**src/design/tcw_pkg.sv**
```systemverilog
// Text console writer: shared constants, types and helpers.
// No dependencies; imported by every module of the block.
package tcw_pkg;

  // Screen geometry
  localparam int COLUMNS   = 80;
  localparam int ROWS      = 25;
  localparam int TAB_WIDTH = 4;
  localparam int CELLS     = COLUMNS * ROWS;

  localparam int ADDR_W    = $clog2(CELLS);
  localparam int COL_W     = $clog2(COLUMNS);
  localparam int ROW_W     = $clog2(ROWS);
  localparam int SWEEP_W   = $clog2(COLUMNS + 1);
  localparam int TAB_CNT_W = $clog2(TAB_WIDTH + 1);

  // Transaction field widths
  localparam int REQ_W     = 2;
  localparam int CHAR_W    = 8;
  localparam int CELL_W    = 11;
  localparam int OUT_COL_W = 7;
  localparam int OUT_ROW_W = 5;
  localparam int OUT_OFF_W = 11;
  localparam int S_PAD_W   = 5;
  localparam int M_PAD_W   = 1;
  localparam int S_TDATA_W = S_PAD_W + CELL_W + CHAR_W;
  localparam int M_TDATA_W = M_PAD_W + 2 * CHAR_W + OUT_OFF_W + OUT_ROW_W + OUT_COL_W;

  // Request codes
  localparam logic [REQ_W-1:0] REQ_PUT   = 2'd0;
  localparam logic [REQ_W-1:0] REQ_CLEAR = 2'd1;
  localparam logic [REQ_W-1:0] REQ_READ  = 2'd2;

  // Character and attribute codes
  localparam logic [CHAR_W-1:0] CH_NUL     = 8'h00;
  localparam logic [CHAR_W-1:0] CH_TAB     = 8'h09;
  localparam logic [CHAR_W-1:0] CH_NL      = 8'h0A;
  localparam logic [CHAR_W-1:0] CH_CR      = 8'h0D;
  localparam logic [CHAR_W-1:0] CH_SPACE   = 8'h20;
  localparam logic [CHAR_W-1:0] ATTR_RESET = 8'h07;

  typedef enum logic [2:0] {
    ST_INIT,
    ST_IDLE,
    ST_PUT,
    ST_SCROLL,
    ST_CLEAR,
    ST_READ,
    ST_DONE
  } state_e;

  typedef enum logic [1:0] {
    CUR_HOLD,
    CUR_ADV,
    CUR_NL,
    CUR_CR
  } cur_op_e;

  typedef struct packed {
    logic [COL_W-1:0]  col;
    logic [ROW_W-1:0]  row;
    logic [ADDR_W-1:0] off;       // linear cursor position
    logic [ADDR_W-1:0] top;       // physical base of logical row 0
    logic [ADDR_W-1:0] phys;      // physical address of the cursor cell
    logic [ADDR_W-1:0] src_base;  // physical base of the bottom row
    logic              scroll;    // current op pushes past the last row
  } cur_stat_t;

  typedef struct packed {
    logic              we_char;
    logic              we_colour;
    logic [ADDR_W-1:0] waddr;
    logic [CHAR_W-1:0] wchar;
    logic [CHAR_W-1:0] wcolour;
    logic              re;
    logic [ADDR_W-1:0] raddr;
  } mem_req_t;

  typedef struct packed {
    logic load;
    logic hit;
  } res_ctl_t;

  typedef struct packed {
    logic [S_PAD_W-1:0] pad;
    logic [CELL_W-1:0]  cell_index;
    logic [CHAR_W-1:0]  char_code;
  } s_data_t;

  typedef struct packed {
    logic [M_PAD_W-1:0]   pad;
    logic [CHAR_W-1:0]    read_colour;
    logic [CHAR_W-1:0]    read_char;
    logic [OUT_OFF_W-1:0] cursor_offset;
    logic [OUT_ROW_W-1:0] cursor_row;
    logic [OUT_COL_W-1:0] cursor_col;
  } m_data_t;

  // Add two cell offsets modulo the screen size (both below CELLS)
  function automatic logic [ADDR_W-1:0] wrap_add(input logic [ADDR_W-1:0] a,
                                                 input logic [ADDR_W-1:0] b);
    logic [ADDR_W:0] sum;
    sum = {1'b0, a} + {1'b0, b};
    if (sum >= (ADDR_W + 1)'(CELLS)) begin
      sum = sum - (ADDR_W + 1)'(CELLS);
    end
    return sum[ADDR_W-1:0];
  endfunction

endpackage

```
**src/design/tcw_seq.sv**
```systemverilog
// Request sequencer: put, tab, scroll, clear and read sweeps over the memories.
// Depends on tcw_pkg; drives tcw_store and tcw_cursor.
module tcw_seq
  import tcw_pkg::*;
(
  input  logic              clk_i,
  input  logic              rst_ni,
  input  logic              in_valid_i,
  output logic              in_ready_o,
  input  logic [REQ_W-1:0]  req_type_i,
  input  logic [CHAR_W-1:0] char_code_i,
  input  logic [CELL_W-1:0] cell_index_i,
  input  logic [CHAR_W-1:0] clear_colour_i,
  input  cur_stat_t         cur_i,
  output cur_op_e           cur_op_o,
  output mem_req_t          mem_o,
  input  logic [CHAR_W-1:0] rcolour_i,
  input  logic              out_free_i,
  output res_ctl_t          res_o
);

  state_e                state_q, state_d;
  logic [REQ_W-1:0]      req_q, req_d;
  logic [CHAR_W-1:0]     ch_q, ch_d;
  logic [CELL_W-1:0]     cell_q, cell_d;
  logic                  in_range_q, in_range_d;
  logic [TAB_CNT_W-1:0]  tab_left_q, tab_left_d;
  logic [SWEEP_W-1:0]    sweep_q, sweep_d;
  logic [ADDR_W-1:0]     rd_ptr_q, rd_ptr_d;
  logic [ADDR_W-1:0]     wr_ptr_q, wr_ptr_d;
  logic                  is_nl, is_cr, is_tab;
  logic                  sweep_end, fill_end;

  assign is_nl     = (ch_q == CH_NL);
  assign is_cr     = (ch_q == CH_CR);
  assign is_tab    = (ch_q == CH_TAB);
  assign sweep_end = (sweep_q == SWEEP_W'(COLUMNS));
  assign fill_end  = (wr_ptr_q == ADDR_W'(CELLS - 1));

  // next state
  always_comb begin
    state_d = state_q;
    unique case (state_q)
      ST_INIT: begin
        if (fill_end) state_d = ST_IDLE;
      end
      ST_IDLE: begin
        if (in_valid_i) begin
          unique case (req_type_i)
            REQ_PUT:   state_d = ST_PUT;
            REQ_CLEAR: state_d = ST_CLEAR;
            REQ_READ:  state_d = ST_READ;
            default:   state_d = ST_DONE;
          endcase
        end
      end
      ST_PUT: begin
        if (cur_i.scroll) begin
          state_d = ST_SCROLL;
        end else if (is_tab && (tab_left_q != TAB_CNT_W'(1))) begin
          state_d = ST_PUT;
        end else begin
          state_d = ST_DONE;
        end
      end
      ST_SCROLL: begin
        if (sweep_end) begin
          state_d = (is_tab && (tab_left_q != '0)) ? ST_PUT : ST_DONE;
        end
      end
      ST_CLEAR: begin
        if (fill_end) state_d = ST_DONE;
      end
      ST_READ: state_d = ST_DONE;
      ST_DONE: begin
        if (out_free_i) state_d = ST_IDLE;
      end
      default: state_d = ST_IDLE;
    endcase
  end

  // outputs
  always_comb begin
    in_ready_o = 1'b0;
    cur_op_o   = CUR_HOLD;
    mem_o      = '0;
    res_o      = '0;
    unique case (state_q)
      ST_INIT: begin
        mem_o.we_char   = 1'b1;
        mem_o.we_colour = 1'b1;
        mem_o.waddr     = wr_ptr_q;
        mem_o.wchar     = CH_NUL;
        mem_o.wcolour   = ATTR_RESET;
      end
      ST_IDLE: in_ready_o = 1'b1;
      ST_PUT: begin
        if (is_nl) begin
          cur_op_o = CUR_NL;
        end else if (is_cr) begin
          cur_op_o = CUR_CR;
        end else begin
          cur_op_o      = CUR_ADV;
          mem_o.we_char = 1'b1;
          mem_o.waddr   = cur_i.phys;
          mem_o.wchar   = is_tab ? CH_SPACE : ch_q;
        end
      end
      ST_SCROLL: begin
        // read the bottom row's attributes one cell ahead of the write
        mem_o.re        = !sweep_end;
        mem_o.raddr     = rd_ptr_q;
        mem_o.we_char   = (sweep_q != '0);
        mem_o.we_colour = (sweep_q != '0);
        mem_o.waddr     = wr_ptr_q;
        mem_o.wchar     = CH_NUL;
        mem_o.wcolour   = rcolour_i;
      end
      ST_CLEAR: begin
        mem_o.we_char   = 1'b1;
        mem_o.we_colour = 1'b1;
        mem_o.waddr     = wr_ptr_q;
        mem_o.wchar     = CH_NUL;
        mem_o.wcolour   = clear_colour_i;
      end
      ST_READ: begin
        mem_o.re    = in_range_q;
        mem_o.raddr = wrap_add(ADDR_W'(cell_q), cur_i.top);
      end
      ST_DONE: begin
        res_o.load = out_free_i;
        res_o.hit  = (req_q == REQ_READ) && in_range_q;
      end
      default: ;
    endcase
  end

  // datapath registers
  always_comb begin
    req_d      = req_q;
    ch_d       = ch_q;
    cell_d     = cell_q;
    in_range_d = in_range_q;
    tab_left_d = tab_left_q;
    sweep_d    = sweep_q;
    rd_ptr_d   = rd_ptr_q;
    wr_ptr_d   = wr_ptr_q;
    case (state_q)
      ST_IDLE: begin
        if (in_valid_i) begin
          req_d      = req_type_i;
          ch_d       = char_code_i;
          cell_d     = cell_index_i;
          in_range_d = (int'(cell_index_i) < CELLS);
          tab_left_d = TAB_CNT_W'(TAB_WIDTH) - TAB_CNT_W'(cur_i.col % TAB_WIDTH);
          wr_ptr_d   = '0;
        end
      end
      ST_PUT: begin
        if (is_tab) tab_left_d = tab_left_q - 1'b1;
        if (cur_i.scroll) begin
          wr_ptr_d = cur_i.top;
          rd_ptr_d = cur_i.src_base;
          sweep_d  = '0;
        end
      end
      ST_SCROLL: begin
        sweep_d  = sweep_q + 1'b1;
        rd_ptr_d = rd_ptr_q + 1'b1;
        if (sweep_q != '0) wr_ptr_d = wr_ptr_q + 1'b1;
      end
      ST_INIT, ST_CLEAR: wr_ptr_d = wr_ptr_q + 1'b1;
      default: ;
    endcase
  end

  always_ff @(posedge clk_i or negedge rst_ni) begin
    if (!rst_ni) begin
      state_q    <= ST_INIT;
      wr_ptr_q   <= '0;
      tab_left_q <= '0;
      sweep_q    <= '0;
      in_range_q <= 1'b0;
      req_q      <= REQ_PUT;
    end else begin
      state_q    <= state_d;
      wr_ptr_q   <= wr_ptr_d;
      tab_left_q <= tab_left_d;
      sweep_q    <= sweep_d;
      in_range_q <= in_range_d;
      req_q      <= req_d;
    end
  end

  always_ff @(posedge clk_i) begin
    ch_q     <= ch_d;
    cell_q   <= cell_d;
    rd_ptr_q <= rd_ptr_d;
  end

endmodule
```
**config.mk**
```make
export PLATFORM = sky130hd
export DESIGN_NAME = tcw_seq
export DESIGN_NICKNAME = d
export VERILOG_FILES = /design/src/design/tcw_pkg.sv /design/src/design/tcw_seq.sv
export SDC_FILE = /design/constraint.sdc
export NUM_CORES = 1
export LEC_CHECK = 0
export ABC_AREA = 1
export BUFFER_PORTS_ARGS = -buffer_cell sky130_fd_sc_hd__buf_2
export CORE_ASPECT_RATIO = 1.75
export CORE_MARGIN = 5
export CORE_UTILIZATION = 52
export CTS_CLUSTER_DIAMETER = 200
export DETAILED_ROUTE_END_ITERATION = 6
export GPL_ROUTABILITY_DRIVEN = 0
export GPL_TIMING_DRIVEN = 0
export MAX_ROUTING_LAYER = met4
export PLACE_DENSITY = 0.86
export SLEW_MARGIN = 10
export SYNTH_ARGS = -nofsm -noshare
export SYNTH_HDL_FRONTEND = slang
export SYNTH_SLANG_ARGS = --single-unit
```
**constraint.sdc**
```tcl
create_clock -name clk_i -period 2.99 [get_ports clk_i]
set_input_delay 0.1495 -clock clk_i [delete_from_list [all_inputs] [get_ports clk_i]]
set_output_delay 0.1495 -clock clk_i [all_outputs]
set_load 0.005 [all_outputs]
```
# Word level (Yosys, flattened, before mapping)

Cells that the tools add are included.

Bits in writable memories: 0
Bits in read-only memories: 0
Latch bits: 0
Memories: 0
Output and inout bits: 46
Bits in registers: 57

Shifts and indexed selects: 0
Reductions and logical operators: 18
Divide/modulo/power cells: 0
$add $sub $neg: 7
Equality and inequality tests: 23
Multipliers: 0
Mux-type cells: 37
$lt $le $gt $ge: 2
Bitwise gates (word level): 0

Operator list:

| kind                     | count |
|---|---|
| $mux W11                 | 5 |
| $pmux W11 S4             | 1 |
| $mux W19                 | 2 |
| $pmux W19 S2             | 1 |
| $mux W3                  | 10 |
| $eq A8 B4 Y1 const B     | 3 |
| $pmux W12 S2             | 1 |
| $pmux W8 S3              | 1 |
| $add A11 B1 Y11 const B  | 2 |
| $pmux W11 S2             | 1 |
| $pmux W3 S7              | 1 |
| $ne A2 B2 Y1 const B     | 8 |
| $pmux W7 S2              | 1 |
| $add A11 B11 Y12         | 1 |
| $ge A12 B11 Y1 const B   | 1 |
| $eq A11 B11 Y1 const B   | 1 |
| $lt A11 B11 Y1 const B   | 1 |
| $sub A11 B11 Y11 const B | 1 |
| $eq A3 B3 Y1 const B     | 3 |
| $pmux W3 S3              | 1 |
| $mux W2                  | 4 |
| $mux W8                  | 1 |
| $add A7 B1 Y7 const B    | 1 |
| $eq A7 B7 Y1 const B     | 1 |
| other kinds (26)         | 34 |

# Longest topological paths before layout

Gate-level depths: netlist of run 1.

Word-level depth: 5
Mapped depth: 20
Gate-level depth less buffers: 20

# Worst setup path before layout of run 1

Ideal clock, no wire load.

Path kind: register to output
From: register cell_q[0]
To: output port mem_o[8] in the netlist's numbering
Arrival: 2.330 ns
Cell stages (with the launch flop): 20
Buffers on the path: 0
Data required time: 2.841 ns
Setup slack: 0.511 ns
Cells stage by stage: edfxtp_1 > ha_1 > fa_1 > nand2_2 > nand2_2 > nand3_1 > nand2_1 > inv_1 > ha_1 > nand3_1 > nor2_1 > nand3_1 > nand2_1 > nand3_1 > nor2_4 > nand2_4 > nand2_4 > nand2_1 > nand3_1 > nand2_1

RTL lines:

| what                   | line           | text |
|---|---|---|
| start, declared        | tcw_seq.sv:25  | `logic [CELL_W-1:0] cell_q, cell_d;` |
| start signal, assigned | tcw_seq.sv:197 | `cell_q <= cell_d;` |
| end, declared          | tcw_seq.sv:16  | `output mem_req_t mem_o,` |

==> qor.yml, run 1 <==
ir_worst_vdd_uv: 400
reg2reg_slack_ns: 0.35
cts_sinks: 57
numCtsBuffers: 9
synthCells: 610
ys_types: 45
fin_util: 0.688
cp-start-kind: "flop"
vias_per_cell: 5.54
crit_cells: 20
cpPeakStageDelay_ns: 0.41
clock_latency_ns: 0.34
crit_slowest_cell: "edfxtp_1"
finalHoldViolCount: 0
relSlewSlack: 0.217
status: "complete, but fails checks"
synth_seq_area_share: 0.350
total_power_w: 0.00227
crit_type: "reg2out"
synth_edf_count: 30
wl_met1_mm: 4.94
worst_ep_arrival_time_ns: 2.90
cp-end-kind: "output port"
power.leakage_nw: 2.96
synth_warnings: 0
drt_iter0_drc: 349
yosys.area.top_type: "edfxtp_1"
grt_pass1_wl_mm: 22.2
wl_met2_mm: 7.77
grt_overflow: 0
htreeDepth: 3
die_x_um: 80.4
hold_depth: 1
crit_top_cell: "nand2_1"
ys.flop_type: "edfxtp_1"
grt_use_total: 0.272
period_share: 1.02
setup_tns_ns: -0.127
multi_input_area_um2: 2590
ys_async_sr_fraction: 0.474
yosysTopAreaCellShare: 0.200
drv_slew: 0
first_pass_iters: 5
nets: 886
dpl.hpwl_mm: 10.5
wire_per_inst_um: 16.2
syn_avg_cell_area_um2: 7.39
hp-class: "in2reg"
synth.area.top_cells: "edfxtp_1 (20%), dfrtp_1 (15%), nand2_1 (12%)"
clock_path_buffers: 2
cp_top_family: "simple AND/OR/NAND/NOR gates"
final-seq-area_um2: 1580
setup_viol: 6
grt_setup_unrepaired: "yes"
skew_ns: 0.00722
layout_min_cycle_time_ns: 3.05
required_ns: 2.84
io_pins: 144
drc: 0
n_antenna_cell: 0
setup_ws_ns: -0.0597
postSynthNetCount: 732
topRoutingLayerUsed: "met4"
root_buffer: "clkbuf_16"
grt_pass1_vias: 4914
placed_cell_area_um2: 5270
num_vias: 4907
final_cell_area_um2: 5890
syn_to_final_growth_pct: 30.7
rr_worst_depth: 8
port_buffers: 122
chipHeight_um: 133
violations: "negative setup slack"
wl_met3_um: 875
crit_chain: "ha_1 -> nand2_1 -> nor2_2 -> nand2_1 -> nand3_2 -> nand2_1 -> and2_4 -> ha_4 -> nand3_2 -> nor2_1 -> nand3_1 -> nand2_1 -> nand3_2 -> nor2_4 -> nand2_4 -> nand2_4 -> nand2_1 -> nand3_1 -> nand2_1 -> buf_2"
worstPathMaxFanout: 6
antenna_found_initial: 0
p_per_area_nw_per_um2: 386
crit_buf_inv: 1
fmax_mhz: 328
die_area_um2: 10700
synth-seq-cells: 57
synthesis.area_um2: 4510
n_fill_cell: 660
core_area_um2: 8560
initial_utilization: 0.527
cts_tree: "yes"
layout-drive-gt1-share: 0.300
drv_cap: 0
core.rowCount: 45
path_clk_slew_ns: 0.05
grt_max_degree: 28
tightest_slew_ns: 1.17
wirelength_mm: 14.3
postRouteAntennaNets: 0
==> metrics by stage <==
stage | setup slack, ns | hold slack (ns) | cells
5_1_grt | -0.197 | 0.00416 | 886
6_report | -0.0597 | 0.0133 | 886
4_1_cts | -0.0470 | 0.00374 | 883
3_3_place_gp | 0.131 | 0.190 | 849
2_1_floorplan | 0.511 | -0.146 | 610
3_5_place_dp | 0.0429 | 0.199 | 849
==> worst reg2reg max path, delay by kind of cell, from the launching register on <==
kind / cells / cell delay (ns)
flops: 1 / 0.36
buf+inv: 3 / 0.65
compound gates: 3 / 0.47
simple gates: 2 / 1.06
==> report_power, final <==
part | switching [W] | total, W | internal [W]
logic | 0.000155 | 0.000279 | 0.000124
clock network | 0.000358 | 0.00117 | 0.000808
registers | 0 | 0.000829 | 0.000829
total | 0.000513 | 0.00227 | 0.00176
==> layer usage <==
| metal | GRT usage | vias up |
|---|---|---|
| met1 | 0.278 | 2276 |
| met4 | 0.147 | 0 |
| met2 | 0.478 | 242 |
| met5 | - | - |
| met3 | 0.0501 | 62 |
| li1 | - | 2327 |
==> synthesized netlist by cell type (4+ instances only) <==
| library cell | count |
|---|---|
| nand2_1 | 141 |
| xor2_1 | 5 |
| edfxtp_1 | 30 |
| buf_2 | 7 |
| o21ai_0 | 46 |
| nand2_4 | 9 |
| ha_1 | 23 |
| nor2_1 | 52 |
| inv_1 | 88 |
| inv_2 | 11 |
| o211ai_1 | 7 |
| a32o_1 | 7 |
| nor4_1 | 4 |
| nor2_2 | 7 |
| o22ai_1 | 5 |
| nand2_2 | 16 |
| dfrtp_1 | 27 |
| nor3_1 | 10 |
| clkbuf_1 | 4 |
| a21oi_1 | 14 |
| nand3_1 | 49 |
| nand3_2 | 7 |
| o21ai_1 | 10 |
==> final timing paths <==
| kind | startpoint | end |
|---|---|---|
| worst min-delay path | cell_index_i[10] | cell_q[10] |
| max in group asynchronous | rst_ni | wr_ptr_q[9] |
| min in group asynchronous | rst_ni | sweep_q[3] |
| worst max register to register | state_q[2] | tab_left_q[2] |
| worst min register to register | req_q[0] | req_q[0] |
| worst max-delay path | cell_q[1] | mem_o[6] |
==> flip-flops by register name (all words and copies together), names as in the netlist <==
name        count
state_q         3
rd_ptr_q       11
cell_q         11
ch_q            8
wr_ptr_q       11
sweep_q         7
req_q           2
in_range_q      1
tab_left_q      3
==> kinds of logic after synthesis <==
family	synth area share
flops	0.350
xor+xnor	0.0117
buf+inv	0.0977
simple gates	0.327
compound gates	0.146
fa+ha+maj	0.0683
==> repair_timing <==
item / 4_1_cts / 5_1_grt
setup endpoints to repair: 6 / 6
gates resized for setup: 16 / 5
setup buffers: 6 / 3
endpoints found under the hold margin: 38 / 0
hold buffers: 12 / 0
pin swaps: 11 / 10
==> layout make-up <==
| type | count | share of cell area |
|---|---|---|
| well taps | 117 | 0.0248 |
| multi-input cells | 441 | 0.440 |
| clock inverters | 6 | 0.0181 |
| repair buffers | 143 | 0.135 |
| flip-flops and latches | 57 | 0.268 |
| clock buffers | 10 | 0.0389 |
| plain buffers | 13 | 0.0117 |
| inverters | 99 | 0.0631 |
==> layout by cell type, fill, tap and decap left out, types with 2 or more instances in the layout <==
cell type,count
nand2_1,140
buf_2,129
inv_1,86
nor2_1,51
o21ai_0,46
nand3_1,45
edfxtp_1,30
dfrtp_1,27
ha_1,18
nand2_2,15
a21oi_1,14
inv_2,13
dlygate4sd3_1,12
nand2_4,11
nand3_2,11
nor3_1,10
buf_4,10
o21ai_1,10
clkbuf_16,9
nor2_2,8
a32o_1,7
o211ai_1,7
clkbuf_1,5
xor2_1,5
o22ai_1,5
ha_4,5
nor4_1,4
nand4_1,3
a21oi_2,3
nor2_4,3
bufinv_16,3
a21oi_4,2
o31ai_1,2
a22oi_1,2
(Power assumes the default switching activity.)
==> inputs of run 2 (changes only) <==
--- a/config.mk
+++ b/config.mk
@@ -7,13 +7,14 @@
 export LEC_CHECK = 0
 export ABC_AREA = 1
 export BUFFER_PORTS_ARGS = -buffer_cell sky130_fd_sc_hd__buf_2
+export CAP_MARGIN = 20
 export CORE_ASPECT_RATIO = 1.75
 export CORE_MARGIN = 5
 export CORE_UTILIZATION = 52
 export CTS_CLUSTER_DIAMETER = 200
 export DETAILED_ROUTE_END_ITERATION = 6
 export GPL_ROUTABILITY_DRIVEN = 0
-export GPL_TIMING_DRIVEN = 0
+export GPL_TIMING_DRIVEN = 1
 export MAX_ROUTING_LAYER = met4
 export PLACE_DENSITY = 0.86
 export SLEW_MARGIN = 10
==> qor.yml, run 2 (synthesis gave the netlist of run 1 again) <==
crit_cells: 18  # -10%
layout_min_cycle_time_ns: 3.10  # +0.0497 ns
initial_utilization: 0.527  # unchanged
crit_top_cell: "nand3_2"
grt_pass1_wl_mm: 22.8  # +2.5%
postRouteAntennaNets: 0  # unchanged
port_buffers: 122  # unchanged
period_share: 1.04  # +0.0166
setup_ws_ns: -0.109  # -0.0497 ns
startpoint: "cell_q[3]"
holdCritStartpoint: "cell_index_i[8]"
crit_chain: "ha_4 -> nand2_4 -> nor2_2 -> nand2_2 -> nand4_1 -> and2_4 -> ha_4 -> nand3_2 -> nor2_2 -> nand3_1 -> nand2_1 -> nand3_2 -> nor2_4 -> nand2_4 -> nand3_1 -> nand3_2 -> nand2_1 -> buf_2"
ir_worst_vdd_uv: 418  # +4.4%
hold_depth: 1  # unchanged
crit_type: "reg2out"
numCtsBuffers: 9  # unchanged
fin_util: 0.683  # -0.00512
clock_path_buffers: 2  # unchanged
wl_met3_um: 705  # -19%
layout-drive-gt1-share: 0.321  # +0.0207
drt_iter0_drc: 294  # -16%
skew_ns: 0.0100  # +0.00283 ns
wirelength_mm: 14.4  # +0.39%
drc: 0  # unchanged
antenna_found_initial: 0  # unchanged
finalHoldViolCount: 0  # unchanged
core_area_um2: 8560  # unchanged
grt_overflow: 0  # unchanged
core.rowCount: 45  # unchanged
status: "complete, but fails checks"
n_fill_cell: 688  # +4.2%
drv_cap: 0  # unchanged
cp-end-kind: "output port"
drv_slew: 0  # unchanged
p_per_area_nw_per_um2: 346  # -10%
multi_input_area_um2: 2670  # +3.0%
cp-start-kind: "flop"
htreeDepth: 3  # unchanged
io_pins: 144  # unchanged
grt_use_total: 0.279  # +0.00677
wl_met1_mm: 4.82  # -2.4%
cp_top_family: "simple AND/OR/NAND/NOR gates"
vias_per_cell: 5.56  # +0.33%
placedCellCount: 841  # -0.94%
fin_cells: 877  # -1.0%
whs_ns: 0.0112  # -0.00209 ns
root_buffer: "clkbuf_16"
setup_viol: 6  # unchanged
syn_to_final_growth_pct: 29.7
n_antenna_cell: 0  # unchanged
cts_sinks: 57  # unchanged
cpPeakStageDelay_ns: 0.42  # about the same
layout_common_cells: "nand2_1 (130), buf_2 (122), inv_1 (86)"
final-seq-area_um2: 1580  # unchanged
worst_ep_arrival_time_ns: 2.95  # +0.05 ns
dpl.hpwl_mm: 10.2  # -2.7%
cts_tree: "yes"
chipHeight_um: 133  # unchanged
wl_met2_mm: 8.10  # +4.2%
rr_worst_depth: 11  # +3
tightest_slew_ns: 0.801  # -0.372 ns
largestRegisters: "cell_q (11), rd_ptr_q (11), wr_ptr_q (11)"
crit_buf_inv: 1  # unchanged
fmax_mhz: 323  # -1.6%
wire_per_inst_um: 16.4  # +1.4%
path_clk_slew_ns: 0.05  # about the same
grt_max_degree: 31  # +11%
rr_startpoint: "state_q[0]"
worstPathMaxFanout: 6  # unchanged
power.leakage_nw: 2.92  # -1.4%
crit_slowest_cell: "edfxtp_1"
grt_setup_unrepaired: "yes"
final_common_cell: "nand2_1"
hp-class: "in2reg"
clock_latency_ns: 0.33  # about the same
num_vias: 4873  # -0.69%
first_pass_iters: 5  # unchanged
required_ns: 2.84  # about the same
grt_pass1_vias: 4911  # -0.061%
relSlewSlack: 0.464  # +0.247
die_area_um2: 10700  # unchanged
die_x_um: 80.4  # unchanged
topRoutingLayerUsed: "met4"
violations: "negative setup slack"
nets: 877  # -1.0%
-- run 2: timing repair --
item | 4_1_cts | 5_1_grt
pin swaps | 13 | 8
gates resized for setup | 22 | 18
hold endpoints to repair | 35 | 0
buffers inserted | 10 | 2
hold buffers | 9 | 0
setup endpoints to repair | 6 | 7
gates cloned | 0 | 0
-- run 2: worst paths after layout --
check	endpoint	slack, ns
min in group asynchronous	sweep_q[1]	0.39
max in group asynchronous	wr_ptr_q[8]	2.17
worst min-delay path	cell_q[8]	0.01
worst min register to register	req_q[0]	0.53
worst max-delay path	mem_o[5]	-0.11
worst max register to register	wr_ptr_q[9]	0.80
-- run 2: power by group --
part           internal (W)  switching [W]
clock              0.000546       0.000350
combinational      0.000131       0.000168
sequential         0.000829              0
-- run 2: layout make-up --
| class | count | area share |
|---|---|---|
| multi-input combinational | 441 | 0.457 |
| inverter | 99 | 0.0635 |
| clock buffer | 10 | 0.0392 |
| tap | 117 | 0.0250 |
| timing repair buffer | 147 | 0.141 |
| clock inverter | 6 | 0.00449 |
| sequential | 57 | 0.270 |
-- run 2: routing by layer --
metal,GRT usage,up-vias
li1,-,2304
met1,0.271,2287
met2,0.506,213
met3,0.0406,69
met4,0.163,0
met5,-,-
-- run 2: through the flow --
stage | total power (W) | setup TNS, ns | cell area, µm² | worst slack (ns)
after floorplan | 0.000979 | 0 | 4510 | 0.511
final | 0.00202 | -0.516 | 5850 | -0.109
after detailed placement | 0.00108 | 0 | 5240 | 0.149
after CTS | 0.00201 | 0 | 5760 | 0.00186
after global placement | 0.00107 | 0 | 5240 | 0.204
after global routing | 0.00209 | -1.13 | 5850 | -0.200
