<file path="src/design/tcw_pkg.sv">
// Text console writer: shared constants, types and helpers.
// No dependencies; imported by every module of the block.
package tcw_pkg;

  // Screen geometry
  localparam int COLUMNS   = 80;
  localparam int ROWS      = 25;
  localparam int TAB_WIDTH = 4;
  localparam int CELLS     = COLUMNS * ROWS;

  localparam int ADDR_W    = $clog2(CELLS);
  localparam int COL_W     = $clog2(COLUMNS);
  localparam int ROW_W     = $clog2(ROWS);
  localparam int SWEEP_W   = $clog2(COLUMNS + 1);
  localparam int TAB_CNT_W = $clog2(TAB_WIDTH + 1);

  // Transaction field widths
  localparam int REQ_W     = 2;
  localparam int CHAR_W    = 8;
  localparam int CELL_W    = 11;
  localparam int OUT_COL_W = 7;
  localparam int OUT_ROW_W = 5;
  localparam int OUT_OFF_W = 11;
  localparam int S_PAD_W   = 5;
  localparam int M_PAD_W   = 1;
  localparam int S_TDATA_W = S_PAD_W + CELL_W + CHAR_W;
  localparam int M_TDATA_W = M_PAD_W + 2 * CHAR_W + OUT_OFF_W + OUT_ROW_W + OUT_COL_W;

  // Request codes
  localparam logic [REQ_W-1:0] REQ_PUT   = 2'd0;
  localparam logic [REQ_W-1:0] REQ_CLEAR = 2'd1;
  localparam logic [REQ_W-1:0] REQ_READ  = 2'd2;

  // Character and attribute codes
  localparam logic [CHAR_W-1:0] CH_NUL     = 8'h00;
  localparam logic [CHAR_W-1:0] CH_TAB     = 8'h09;
  localparam logic [CHAR_W-1:0] CH_NL      = 8'h0A;
  localparam logic [CHAR_W-1:0] CH_CR      = 8'h0D;
  localparam logic [CHAR_W-1:0] CH_SPACE   = 8'h20;
  localparam logic [CHAR_W-1:0] ATTR_RESET = 8'h07;

  typedef enum logic [2:0] {
    ST_INIT,
    ST_IDLE,
    ST_PUT,
    ST_SCROLL,
    ST_CLEAR,
    ST_READ,
    ST_DONE
  } state_e;

  typedef enum logic [1:0] {
    CUR_HOLD,
    CUR_ADV,
    CUR_NL,
    CUR_CR
  } cur_op_e;

  typedef struct packed {
    logic [COL_W-1:0]  col;
    logic [ROW_W-1:0]  row;
    logic [ADDR_W-1:0] off;       // linear cursor position
    logic [ADDR_W-1:0] top;       // physical base of logical row 0
    logic [ADDR_W-1:0] phys;      // physical address of the cursor cell
    logic [ADDR_W-1:0] src_base;  // physical base of the bottom row
    logic              scroll;    // current op pushes past the last row
  } cur_stat_t;

  typedef struct packed {
    logic              we_char;
    logic              we_colour;
    logic [ADDR_W-1:0] waddr;
    logic [CHAR_W-1:0] wchar;
    logic [CHAR_W-1:0] wcolour;
    logic              re;
    logic [ADDR_W-1:0] raddr;
  } mem_req_t;

  typedef struct packed {
    logic load;
    logic hit;
  } res_ctl_t;

  typedef struct packed {
    logic [S_PAD_W-1:0] pad;
    logic [CELL_W-1:0]  cell_index;
    logic [CHAR_W-1:0]  char_code;
  } s_data_t;

  typedef struct packed {
    logic [M_PAD_W-1:0]   pad;
    logic [CHAR_W-1:0]    read_colour;
    logic [CHAR_W-1:0]    read_char;
    logic [OUT_OFF_W-1:0] cursor_offset;
    logic [OUT_ROW_W-1:0] cursor_row;
    logic [OUT_COL_W-1:0] cursor_col;
  } m_data_t;

  // Add two cell offsets modulo the screen size (both below CELLS)
  function automatic logic [ADDR_W-1:0] wrap_add(input logic [ADDR_W-1:0] a,
                                                 input logic [ADDR_W-1:0] b);
    logic [ADDR_W:0] sum;
    sum = {1'b0, a} + {1'b0, b};
    if (sum >= (ADDR_W + 1)'(CELLS)) begin
      sum = sum - (ADDR_W + 1)'(CELLS);
    end
    return sum[ADDR_W-1:0];
  endfunction

endpackage

</file>
<file path="src/design/tcw_cursor.sv">
// Cursor column, row, linear offset and rotating top-row base.
// Depends on tcw_pkg.
module tcw_cursor
  import tcw_pkg::*;
(
  input  logic      clk_i,
  input  logic      rst_ni,
  input  cur_op_e   op_i,
  output cur_stat_t stat_o
);

  logic [COL_W-1:0]  col_q, col_d;
  logic [ROW_W-1:0]  row_q, row_d;
  logic [ADDR_W-1:0] off_q, off_d;
  logic [ADDR_W-1:0] top_q, top_d;
  logic              last_col;
  logic              last_row;
  logic              scroll;
  logic [ADDR_W-1:0] top_next;

  assign last_col = (col_q == COL_W'(COLUMNS - 1));
  assign last_row = (row_q == ROW_W'(ROWS - 1));
  assign scroll   = last_row && (((op_i == CUR_ADV) && last_col) || (op_i == CUR_NL));
  // the old top row becomes the new bottom row
  assign top_next = (top_q == ADDR_W'(CELLS - COLUMNS)) ? '0 : top_q + ADDR_W'(COLUMNS);

  always_comb begin
    col_d = col_q;
    row_d = row_q;
    off_d = off_q;
    top_d = top_q;
    case (op_i)
      CUR_ADV: begin
        if (!last_col) begin
          col_d = col_q + 1'b1;
          off_d = off_q + 1'b1;
        end else if (!last_row) begin
          col_d = '0;
          row_d = row_q + 1'b1;
          off_d = off_q + 1'b1;
        end else begin
          col_d = '0;
          off_d = off_q - ADDR_W'(COLUMNS - 1);
          top_d = top_next;
        end
      end
      CUR_NL: begin
        col_d = '0;
        if (!last_row) begin
          row_d = row_q + 1'b1;
          off_d = off_q - ADDR_W'(col_q) + ADDR_W'(COLUMNS);
        end else begin
          off_d = off_q - ADDR_W'(col_q);
          top_d = top_next;
        end
      end
      CUR_CR: begin
        col_d = '0;
        off_d = off_q - ADDR_W'(col_q);
      end
      default: ;
    endcase
  end

  always_ff @(posedge clk_i or negedge rst_ni) begin
    if (!rst_ni) begin
      col_q <= '0;
      row_q <= '0;
      off_q <= '0;
      top_q <= '0;
    end else begin
      col_q <= col_d;
      row_q <= row_d;
      off_q <= off_d;
      top_q <= top_d;
    end
  end

  always_comb begin
    stat_o.col      = col_q;
    stat_o.row      = row_q;
    stat_o.off      = off_q;
    stat_o.top      = top_q;
    stat_o.phys     = wrap_add(off_q, top_q);
    stat_o.src_base = (top_q == '0) ? ADDR_W'((ROWS - 1) * COLUMNS)
                                    : top_q - ADDR_W'(COLUMNS);
    stat_o.scroll   = scroll;
  end

endmodule

</file>
<file path="config.mk">
export PLATFORM = sky130hd
export DESIGN_NAME = tcw_cursor
export DESIGN_NICKNAME = d
export VERILOG_FILES = /design/src/design/tcw_pkg.sv /design/src/design/tcw_cursor.sv
export SDC_FILE = /design/constraint.sdc
export NUM_CORES = 1
export LEC_CHECK = 0
export BUFFER_PORTS_ARGS = -buffer_cell sky130_fd_sc_hd__buf_2
export CAP_MARGIN = 20
export CORE_MARGIN = 3
export CORE_UTILIZATION = 57
export DETAILED_ROUTE_END_ITERATION = 8
export GPL_ROUTABILITY_DRIVEN = 0
export PLACE_DENSITY = 0.9
export RECOVER_POWER = 50
export SETUP_SLACK_MARGIN = 0.5
export SLEW_MARGIN = 20
export SYNTH_ARGS = -nofsm -noshare
export SYNTH_HDL_FRONTEND = slang
export SYNTH_SLANG_ARGS = --single-unit
</file>
<file path="constraint.sdc">
create_clock -name clk_i -period 4 [get_ports clk_i]
set_clock_uncertainty 0.05 [all_clocks]
set_input_delay 0.8 -clock clk_i [delete_from_list [all_inputs] [get_ports clk_i]]
set_output_delay 0.8 -clock clk_i [all_outputs]
set_load 0.005 [all_outputs]
</file>
**Word level (Yosys, flattened, before mapping)**

Cells that the tools add are included.

- Flip-flop bits (word level): 34
- Output and inout port bits: 57
- Logic and storage cells: 46

- Add/subtract/negate cells: 10
- Order comparisons: 1
- Equal/unequal tests: 7
- Mux-type cells: 15
- Reduce and logical (&&, ||, !) cells: 9

Operators with widths:

| kind | number |
|---|---|
| 11-bit two-way mux | 8 |
| 11-bit case mux with 3 select lines | 1 |
| 11-bit by 7-bit adder with 11-bit output, second input constant | 2 |
| 11-bit case mux with 2 select lines | 1 |
| 11-bit by 7-bit subtractor with 11-bit output, second input constant | 2 |
| 7-bit case mux with 2 select lines | 1 |
| 11-bit by 11-bit adder with 12-bit output | 1 |
| 12-bit by 11-bit greater-or-equal comparator with 1-bit output, second input constant | 1 |
| 11-bit by 1-bit adder with 11-bit output, second input constant | 1 |
| 11-bit == test, second input constant | 1 |
| 11-bit zero test | 1 |
| 11-bit subtractor, second input constant | 1 |
| 11-bit by 7-bit subtractor with 11-bit output | 1 |
| 5-bit two-way mux | 2 |
| 5-bit case mux with 2 select lines | 1 |
| 7-bit by 1-bit adder with 7-bit output, second input constant | 1 |
| 7-bit == test, second input constant | 1 |
| 7-bit two-way mux | 1 |
| 5-bit by 1-bit adder with 5-bit output, second input constant | 1 |
| 5-bit == test, second input constant | 1 |
| 2-bit == test, second input constant | 2 |
| 2-bit nonzero test | 2 |
| 3-bit nonzero test | 1 |
| 2-bit by 1-bit == test with 1-bit output, second input constant | 1 |
| other kinds (5) | 6 |

**Depth between registers and ports, before layout**

Gate-level depths: netlist of run 1.

- Word-level depth: 5
- Mapped depth: 14
- Gate-level depth less buffers: 14

**Worst setup path after synthesis of run 1**

Ideal clock, no wire load.

- Path type: register to output
- Start point: register off_q[4]
- End point: output port stat_o[20] (netlist name)
- Arrival time: 2.576 ns
- Required time: 3.150 ns
- Slack: 0.574 ns
- Cell stages (with the launch flop): 11
- Path buffers: 0
- Path through: dfrtp_1 ha_1 fa_1 a21oi_1 o21a_1 nand4_1 a2111oi_0 a21bo_2 and2b_1 nand3_1 xnor2_1

RTL lines:

| element | RTL line | source |
|---|---|---|
| start, declared | tcw_cursor.sv:14 | `logic [ADDR_W-1:0] off_q, off_d;` |
| start signal, assigned | tcw_cursor.sv:69 | `off_q <= '0;` |
| start signal, assigned | tcw_cursor.sv:74 | `off_q <= off_d;` |
| end, declared | tcw_cursor.sv:9 | `output cur_stat_t stat_o` |

==> impl_results.md, run 1 <==
* Synthesized cell area at approximately 3100 µm²
* EDFF count, synth at 0
* Post-route cell area at around 3700 µm²
* GR Util met2 at between 40% and 50%
* Share of cells above drive strength 1 at approximately a fifth
* Worst Tran Pin Value at 1.686 ns
* Leakage at approximately 1.7 nW
* ANT nets after route at 0
* Part of the Yosys area used for sequential elements at 23.98%
* Reg2reg end: off_q[10]
* Die Wd at 80.11 µm
* Yosys top cell by area: dfrtp_1
* Dominant cell by count in the synthesized netlist: nor2_1
* Crit path to: stat_o[20]
* WP data arrival at between 2 and 3 ns
* Kind of critical path: register to output pin
* DRT iter0 DRCs at approximately 370
* Yosys warning count at 0
* Setup WS post-layout at 0.2796 ns
* Row count at 26
* R2R setup slack at 0.71 ns
* Initial antenna violation count at 0
* Nets at just under 500
* Endpoints failing hold at 0
* CP Capture Type: output pin
* GR Util All Layers at 26.84%
* Total number of vias at around 3,200
* RSZ-0062 raised after global routing: true
* TritonCTS Buffers at 5
* Worst Path Required at 3.15 ns
* Remaining DRCs at 0
* Crit path cell chain: ha_4 -> fa_2 -> a21oi_4 -> o21a_1 -> nand4_1 -> a2111oi_4 -> a21bo_2 -> and2b_1 -> nand3_1 -> xnor2_1 -> buf_2
* WL/cell at 16.67 µm
* Peak Freq at 0.2688 GHz
* Final setup viols at 0
* Failing checks: capacitance limit, slew limit
* Global route hottest layer: met2
* # clock sinks at 30
* Slowest stage delay, CP at ~0.42 ns
* Power density of the placed cells at 742.6 nW/µm²
* Starting density of the core at 60.14%
* Peak VDD IR at 0.3148 mV
* Pre-CTS WS at 0.2158 ns
* Startpoint types: register
* Total global routing overflow at 0
* Final wirelength at 8703 µm
* Vias per inst at about 6.1
* Port-buffer cells at 52
* Vias in the first global route at 2,918
* Setup TNS at 0 ns
* Final min period at approximately 3.7 ns
* Worst Path Max Fanout at 3
* Floorplan Core Area at around 5200 µm²
* Top cells by area, synth: dfrtp_1 24%, ha_1 11%, xnor2_1 7.0%
* DP HPWL at around 6000 µm
* Max Buffers Root-to-Sink at 2
* Synthesized area per cell at 8.006 µm²
* Pin count of the biggest net entering global routing at 31
* Worst Reg2Reg Path Length in Cells at 12
* Die H at 80.11 µm
* Worst r2r src: off_q[0]
* CTS tree: built
* Met3 Use GR at 4.260%
* Hold crit path type: register to register
* Final Max Tran Viols at 31
* Hold slack at about 0.47 ns
* Fin util at a little under three quarters
* Asr flop ratio synth at 100.0%
* Worst-path clk slew at 0.06 ns
* Synth Instances at around 400
* Top cells by count, synth: 36 x nor2_1, 33 x nand2_1, 30 x dfrtp_1, 28 x ha_1, 26 x inv_1
* Netlist cell types at 66
* P&R area growth vs syn at 18.03%
* Clk_lat worst skew at about 0.30 ns
* Status: finished, violations left
* Maxcap violations at 1
* Seq cells post-synth at 30
* Root Driver: clkbuf_8
* CP Launch Point: off_q[4]
* First-pass GRT wire length at 13,720 µm
* Placed cell area at 3393 µm²
* Top_reg_cell synth: dfrtp_1
* Detailed-router iteration count before antenna repair at 6
* Met1 usage at 33.87%
* IO Count at 61
* H-tree depth at 2
* Slowest cell on crit path: dfrtp_1
* Top-area cell type share of the netlist area at 23.98%
* Die ar. at 6418 µm²
* # diodes at 0
* Max_slew headroom at -12.40%
* Tcrit/Tclk final at between 90 and 100%
==> per-layer routing <==
metal  up-vias  wire [µm]
met1      1510       3550
met4         0        207
met3        22        577
met5         -          0
li1       1499          -
met2       149       4367
==> logic make-up after synthesis <==
| logic type | share of synthesized area (%) |
|---|---|
| flops | 23.98 |
| buf+inv | 8.712 |
| xor+xnor | 9.233 |
| other cells | 0.1198 |
| mux | 2.398 |
| simple gates | 20.62 |
| fa+ha+maj | 12.47 |
| compound gates | 22.46 |
==> worst min path at each step <==
stage | cells past startpoint | startpoint | end | slack, ns
final | 1 | row_q[4] | row_q[4] | 0.47
after global routing | 1 | row_q[4] | row_q[4] | 0.49
after CTS | 1 | row_q[4] | row_q[4] | 0.47
after detailed placement | 1 | row_q[4] | row_q[4] | 0.46
after global placement | 1 | row_q[4] | row_q[4] | 0.45
after floorplan | 0 | rst_ni | col_q[0] | 0.45
==> registers in the layout, summed over array words and instances, names as in the netlist <==
signal  cells
row_q       5
off_q      11
top_q       7
col_q       7
==> cell type report <==
class                      count  area (µm²)
clock inverter                 1       5.005
sequential                    30       755.7
multi-input combinational    312        2246
timing repair buffer          75       412.9
fill                         397        1510
inverter                      27       101.3
tap                           70       87.58
clock buffer                   7       86.33
==> what timing repair did <==
item / CTS / global route
gates resized for setup: 19 / 5
gates cloned: 0 / 0
hold buffers: 0 / 0
setup buffers: 8 / 7
pin swaps: 12 / 4
setup endpoints to repair: 7 / 7
==> cell usage in the layout, fill, tap and decap left out, drive strengths merged, types with 20 or more instances in the layout <==
cell type / synthesis / routed
nor2: 36 / 36
nand2: 33 / 33
ha: 28 / 28
buf: 19 / 62
clkbuf: 10 / 20
inv: 27 / 27
xnor2: 25 / 25
a21oi: 23 / 23
o21ai: 29 / 29
dfrtp: 30 / 30
==> report_power, final <==
| group | switching, mW | internal (mW) |
|---|---|---|
| sequential | 0.158 | 0.401 |
| combinational | 1.07 | 0.854 |
| clock | 0.126 | 0.139 |
==> worst max-delay path, delay by kind of cell, from the launching register on <==
kind,cells,cell delay [ns]
AO/OA/AOI/OAI,4,0.86
adder cells (fa/ha/maj),2,0.58
AND/OR/NAND/NOR,3,0.43
flip-flops,1,0.42
XOR/XNOR,1,0.16
buffers and inverters,1,0.13
==> metrics by stage <==
step	cells	power, mW
2_1_floorplan	398	1.843
3_3_place_gp	499	2.229
3_5_place_dp	499	2.295
4_1_cts	515	2.680
5_1_grt	522	2.954
6_report	522	2.744
Note: power is estimated with default switching activity, not from simulation.
==> run 2, diff against run 1 <==
- CORE_ASPECT_RATIO: default -> 2
- CORE_UTILIZATION: 57 -> 51
- PLACE_DENSITY: 0.9 -> 0.86
- clock period: 4 -> 3.31 ns (I/O delays scaled with it)
==> impl_results.md, run 2 (same netlist as run 1, synthesis figures left out) <==
* DP HPWL at 6725 µm
* Cell count of the worst hold path at 1
* Register area at 754.5 µm²
* Total global routing overflow at 0
* Max reg flops at 11
* Dpl cells at 504
* Remaining DRCs at 0
* Die Wd at 61.40 µm
* Final wirelength at roughly 10000 µm
* Peak VDD IR at 0.4605 mV
* Worst Reg2Reg Path Length in Cells at 13
* Power density of the placed cells at 1002 nW/µm²
* Total number of vias at 3,348
* IO Count at 61
* Peak Freq at 0.2766 GHz
* Startpoint types: register
* Final Max Tran Viols at 31
* Largest registers: off_q x11, col_q x7, top_q x7
* WL/cell at 18.70 µm
* Worst Tran Pin Value at between 1.5 and 2 ns
* Hold crit path type: register to register
* Tcrit/Tclk final at 109.2%
* Floorplan Core Area at 5807 µm²
* Area of the multi-input gates at between 2000 and 2500 µm²
* Nets at 500
* Worst Path Required at 2.60 ns
* Hold slack at 0.4792 ns
* Endpoints failing hold at 0
* Fill count at 430
* Leakage at 1.798 nW
* P&R area growth vs syn at 27.86%
* Hold EP: row_q[4]
* Initial antenna violation count at 0
* Vias per inst at 6.341
* Largest reg by FF count: off_q
* Root Driver: clkbuf_16
* Starting density of the core at ~54%
* Final setup viols at 7
* Failing checks: capacitance limit, slew limit, setup timing
* DRT iter0 DRCs at 318
* Share of cells above drive strength 1 at 28.69%
* # clock sinks at 30
* Worst-path clk slew at roughly 0.050 ns
* # diodes at 0
* Max_slew headroom at -15.86%
* TritonCTS Buffers at 5
* RSZ-0062 raised after global routing: true
* GR Util All Layers at between 20% and 30%
* Pin count of the biggest net entering global routing at 31
* First-pass GRT wire length at between 10,000 and 15,000 µm
* Cts hold-fix bufs at 0
* Worst Path Max Fanout at 3
* Most frequent cells in the layout: 43 x buf_2, 35 x nor2_1, 33 x nand2_1, 33 x buf_4, 27 x dfrtp_1
* Hold_sp: row_q[4]
* Kind of critical path: register to output pin
* R2R setup slack at 0.20 ns
* Status: finished, violations left
* WP data arrival at 2.90 ns
* ANT nets after route at 0
* Finished Layout Cells at 528
* Max Buffers Root-to-Sink at 2
* Die ar. at 7172 µm²
* Most common cell after layout, fill and taps aside: buf_2
* Setup WS post-layout at -0.3051 ns
* Port-buffer cells at 52
* Row count at 39
* Clk_lat worst skew at 0.29 ns
* Worst r2r src: off_q[4]
* Maxcap violations at 1
* Vias in the first global route at 3,210
* Tot Pwr at about 4.0 mW
* Final min period at 3.615 ns
* CP Capture Type: output pin
* Detailed-router iteration count before antenna repair at 5
* Die H at 116.8 µm
* H-tree depth at 2
* CTS tree: built
* Reg2reg end: off_q[5]
## run 2: cell types whose count changed in the layout (fill, tap and decap cells not counted), moves of 4 or more
cell,previous run,this run
xnor2_1,23,18
ha_1,24,20
clkbuf_8,6,1
xnor2_2,2,7
clkbuf_16,0,5
buf_4,19,33
## run 2: per-layer routing
layer,vias to the layer above,global-route usage (%),part of all wire [%]
met3,66,5.379,5.9
met5,-,0,0
met4,0,19.97,6.8
met2,181,51.06,55
li1,1524,-,-
met1,1577,26.22,32
## run 2: stage by stage
stage / TNS, ns / setup slack (ns) / instance area (µm²) / utilization (%)
after floorplan: 0 / 0.2529 / 3231 / -
after global placement: 0 / 0.1517 / 3561 / 61.32
after detailed placement: 0 / 0.06916 / 3561 / 61.32
final: -1.315 / -0.3051 / 4003 / 68.93
after CTS: -0.5647 / -0.1622 / 3860 / 66.47
after global routing: -2.035 / -0.4087 / 4003 / 68.93
## run 2: final cells by class
cell class	instances	area share, %
Inverter	27	2.532
Timing Repair Buffer	90	13.10
Clock inverter	1	0.1250
Sequential cell	30	18.85
Clock buffer	7	3.564
Tap cell	61	1.907
Multi-Input combinational cell	312	59.92
## run 2: how the worst max path moves through the flow
stage,to,startpoint,slack [ns],cells after the start
2_1_floorplan,stat_o[20],off_q[4],0.25,9
3_3_place_gp,stat_o[21],top_q[5],0.15,10
3_5_place_dp,stat_o[20],off_q[4],0.07,11
4_1_cts,stat_o[21],top_q[5],-0.16,10
5_1_grt,stat_o[21],off_q[4],-0.41,11
6_report,stat_o[21],off_q[4],-0.31,11
## run 2: where the power goes
group,total (mW),switching (mW),internal (mW)
registers,0.634,0.146,0.487
clock network,0.464,0.167,0.298
logic,2.91,1.58,1.33
## run 2: timing repair
item,in CTS,in global routing
setup buffers,11,5
resized for setup,11,22
endpoints found under the setup margin,13,14
pin swaps,21,19
hold endpoints to repair,0,0
## run 2: worst max-delay path, stage by stage, from the launching register on
cell       delay [ns]
dfrtp_2          0.43
ha_4             0.18
fa_2             0.37
a21oi_2          0.18
o21a_1           0.21
nand4_1          0.18
a2111oi_4        0.24
a21bo_2          0.21
o211ai_1         0.14
nor2_1           0.17
xnor2_1          0.15
buf_2            0.15
==> run 3, diff against run 2 <==
- CELL_PAD_IN_SITES_DETAIL_PLACEMENT: default -> 0
- CELL_PAD_IN_SITES_GLOBAL_PLACEMENT: default -> 1
- CORE_UTILIZATION: 51 -> 37
- PLACE_DENSITY: 0.86 -> 0.85
==> impl_results.md, run 3 (same netlist as run 1, synthesis figures left out) <==
* Die Wd at 71.04 µm
* Worst Path Required at 2.60 ns
* Worst r2r src: off_q[4]
* Detailed-router iteration count before antenna repair at 5
* GR Util All Layers at 20.13%
* Vias per inst at between 5 and 6
* Switching share of total power at a little under half
* Worst Reg2Reg Path Length in Cells at 13
* # clock sinks at 30
* Final min period at 3.503 ns
* Share of cells above drive strength 1 at 27.54%
* Maxcap violations at 1
* DRT iter0 DRCs at slightly above 90
* Root Driver: clkbuf_16
* Slowest stage delay, CP at between 0.5 and 0.6 ns
* Dpl cells at 541
* CP delay by family, top: adder cells
* CP Capture Type: output pin
* Status: finished, violations left
* Failing checks: capacitance limit, slew limit, setup timing
* Placed cell area at roughly 3600 µm²
* Reg2reg end: off_q[5]
* CP Launch Point: top_q[4]
* R2R setup slack at 0.26 ns
* # diodes at 0
* Floorplan Core Area at 8058 µm²
* ANT nets after route at 0
* Port-buffer cells at 52
* Crit path cell chain: ha_4 -> fa_2 -> inv_2 -> ha_2 -> a2111oi_4 -> a21bo_2 -> o211ai_1 -> nor2_1 -> xnor2_1 -> buf_2
* Endpoints failing hold at 0
* WP data arrival at 2.79 ns
* Cell count of the worst hold path at 1
* Initial antenna violation count at 0
* Post-route cell area at just over 4000 µm²
* Worst Tran Pin Value at 1.776 ns
* P&R area growth vs syn at 30.70%
* Slowest cell on crit path: fa_2
* Most frequent cells in the layout: 39 x buf_2, 35 x buf_4, 34 x nor2_1
* Hold crit path type: register to register
* Crit path to: stat_o[21]
* Remaining DRCs at 0
* Total global routing overflow at 0
* Max reg flops at 11
* Critical path depth in cells at 10
* Peak VDD IR at 0.3446 mV
* Final setup viols at 7
* Finished Layout Cells at 568
* Row count at 46
* Logic pwr share at 74.5%
* Pin count of the biggest net entering global routing at 31
* Sequential Power Share at 15.0%
* Final wirelength at 9738 µm
* IO Count at 61
* Max_slew headroom at -18.40%
* Peak Freq at between 0.2 and 0.3 GHz
* Worst-path clk slew at around 0.050 ns
* Startpoint types: register
* RSZ-0062 raised after global routing: true
* Most common cell after layout, fill and taps aside: buf_2
* First-pass GRT wire length at 15,260 µm
* TritonCTS Buffers at 5
* Buf/Inv on CP at 2
* CTS tree: built
* Kind of critical path: register to output pin
* H-tree depth at 2
* Power density of the placed cells at roughly 1000 nW/µm²
* Worst Path Max Fanout at 3
* Cell Int Power at approximately 2.2 mW
* Max Buffers Root-to-Sink at 2
* DP HPWL at 7404 µm
* Die H at 136.1 µm
* Clock network power share at 10.5%
* Tcrit/Tclk final at 105.8%
* Setup WS post-layout at -0.1928 ns
* Final Max Tran Viols at 31
* Largest registers: off_q x11, col_q x7, top_q x7
* Leakage at around 1.8 nW
* Total number of vias at 3,192
* WL/cell at 17.14 µm
* Die ar. at just under 10,000 µm²
* Starting density of the core at 38.85%
* Vias in the first global route at about 3,100
* Clk_lat worst skew at 0.28 ns
* Nets at slightly above 500
* Sw Pwr at 1.935 mW
* Largest reg by FF count: off_q
[run 3: cell types whose count changed in the layout (fill, tap and decap cells not counted), moves of 2 or more]
cell      before  now
xnor2_2        7    4
a21oi_2        3    1
nor4_2         3    0
clkbuf_1      12   20
nor4_4         1    3
buf_6          1    3
xnor2_1       18   20
buf_2         43   39
buf_4         33   35
[run 3: final cells by class]
class,instances,area (µm²)
fill,800,3966
multi-input combinational,312,2417
sequential,30,755.7
clock buffer,7,132.6
timing repair buffer,96,564.3
tap,96,120.1
inverter,27,101.3
[run 3: worst min path at each step]
stage / from / to / slack (ns)
2_1_floorplan: rst_ni / col_q[0] / 0.32
3_3_place_gp: row_q[4] / row_q[4] / 0.46
3_5_place_dp: row_q[4] / row_q[4] / 0.46
4_1_cts: rst_ni / row_q[3] / 0.42
5_1_grt: row_q[4] / row_q[4] / 0.50
6_report: row_q[4] / row_q[4] / 0.47
[run 3: power by group through the flow]
stage	clock network, mW	registers, mW	logic (mW)
floorplan	0	0.670	1.64
global placement	0	0.612	2.40
detailed placement	0	0.618	2.43
CTS	0.441	0.617	2.66
global route	0.457	0.637	3.33
finish	0.434	0.619	3.07
[run 3: layer usage]
metal  vias up  share of wire (%)  global-route usage (%)
li1       1543                  -                       -
met1      1515                 34                   18.85
met2       102                 57                   38.99
met3        32                3.4                   2.443
met4         0                5.4                   13.70
met5         -                  0                       0
[run 3: stage by stage]
step	utilization [%]	setup TNS, ns	power [mW]	hold WS (ns)	setup WS [ns]
after detailed placement	44.92	0	3.048	0.4615	0.03280
final	50.78	-0.7001	4.125	0.4678	-0.1928
after global placement	44.92	0	3.008	0.4618	0.1220
after global routing	50.78	-1.528	4.423	0.4975	-0.3179
after CTS	48.48	-0.4500	3.723	0.4250	-0.1711
after floorplan	-	0	2.314	0.3164	0.2529
[run 3: repair_timing]
action                     4_1_cts  5_1_grt
hold buffers                     0        0
setup endpoints to repair       12       13
pin swaps                       12       11
gates resized for setup         14       24
setup buffers                   11        9
[run 3: worst register-to-register path, stage by stage (launching register included)]
cell and delay (ns):
dfrtp_2 0.42, buf_4 0.19, ha_4 0.25, a21o_1 0.18
a31o_1 0.21, or3_4 0.42, and2_1 0.18, ha_1 0.28
and2_1 0.15, a31oi_2 0.19, o21ai_2 0.10, nor2_1 0.11
nor2_1 0.04, o22a_1 0.18
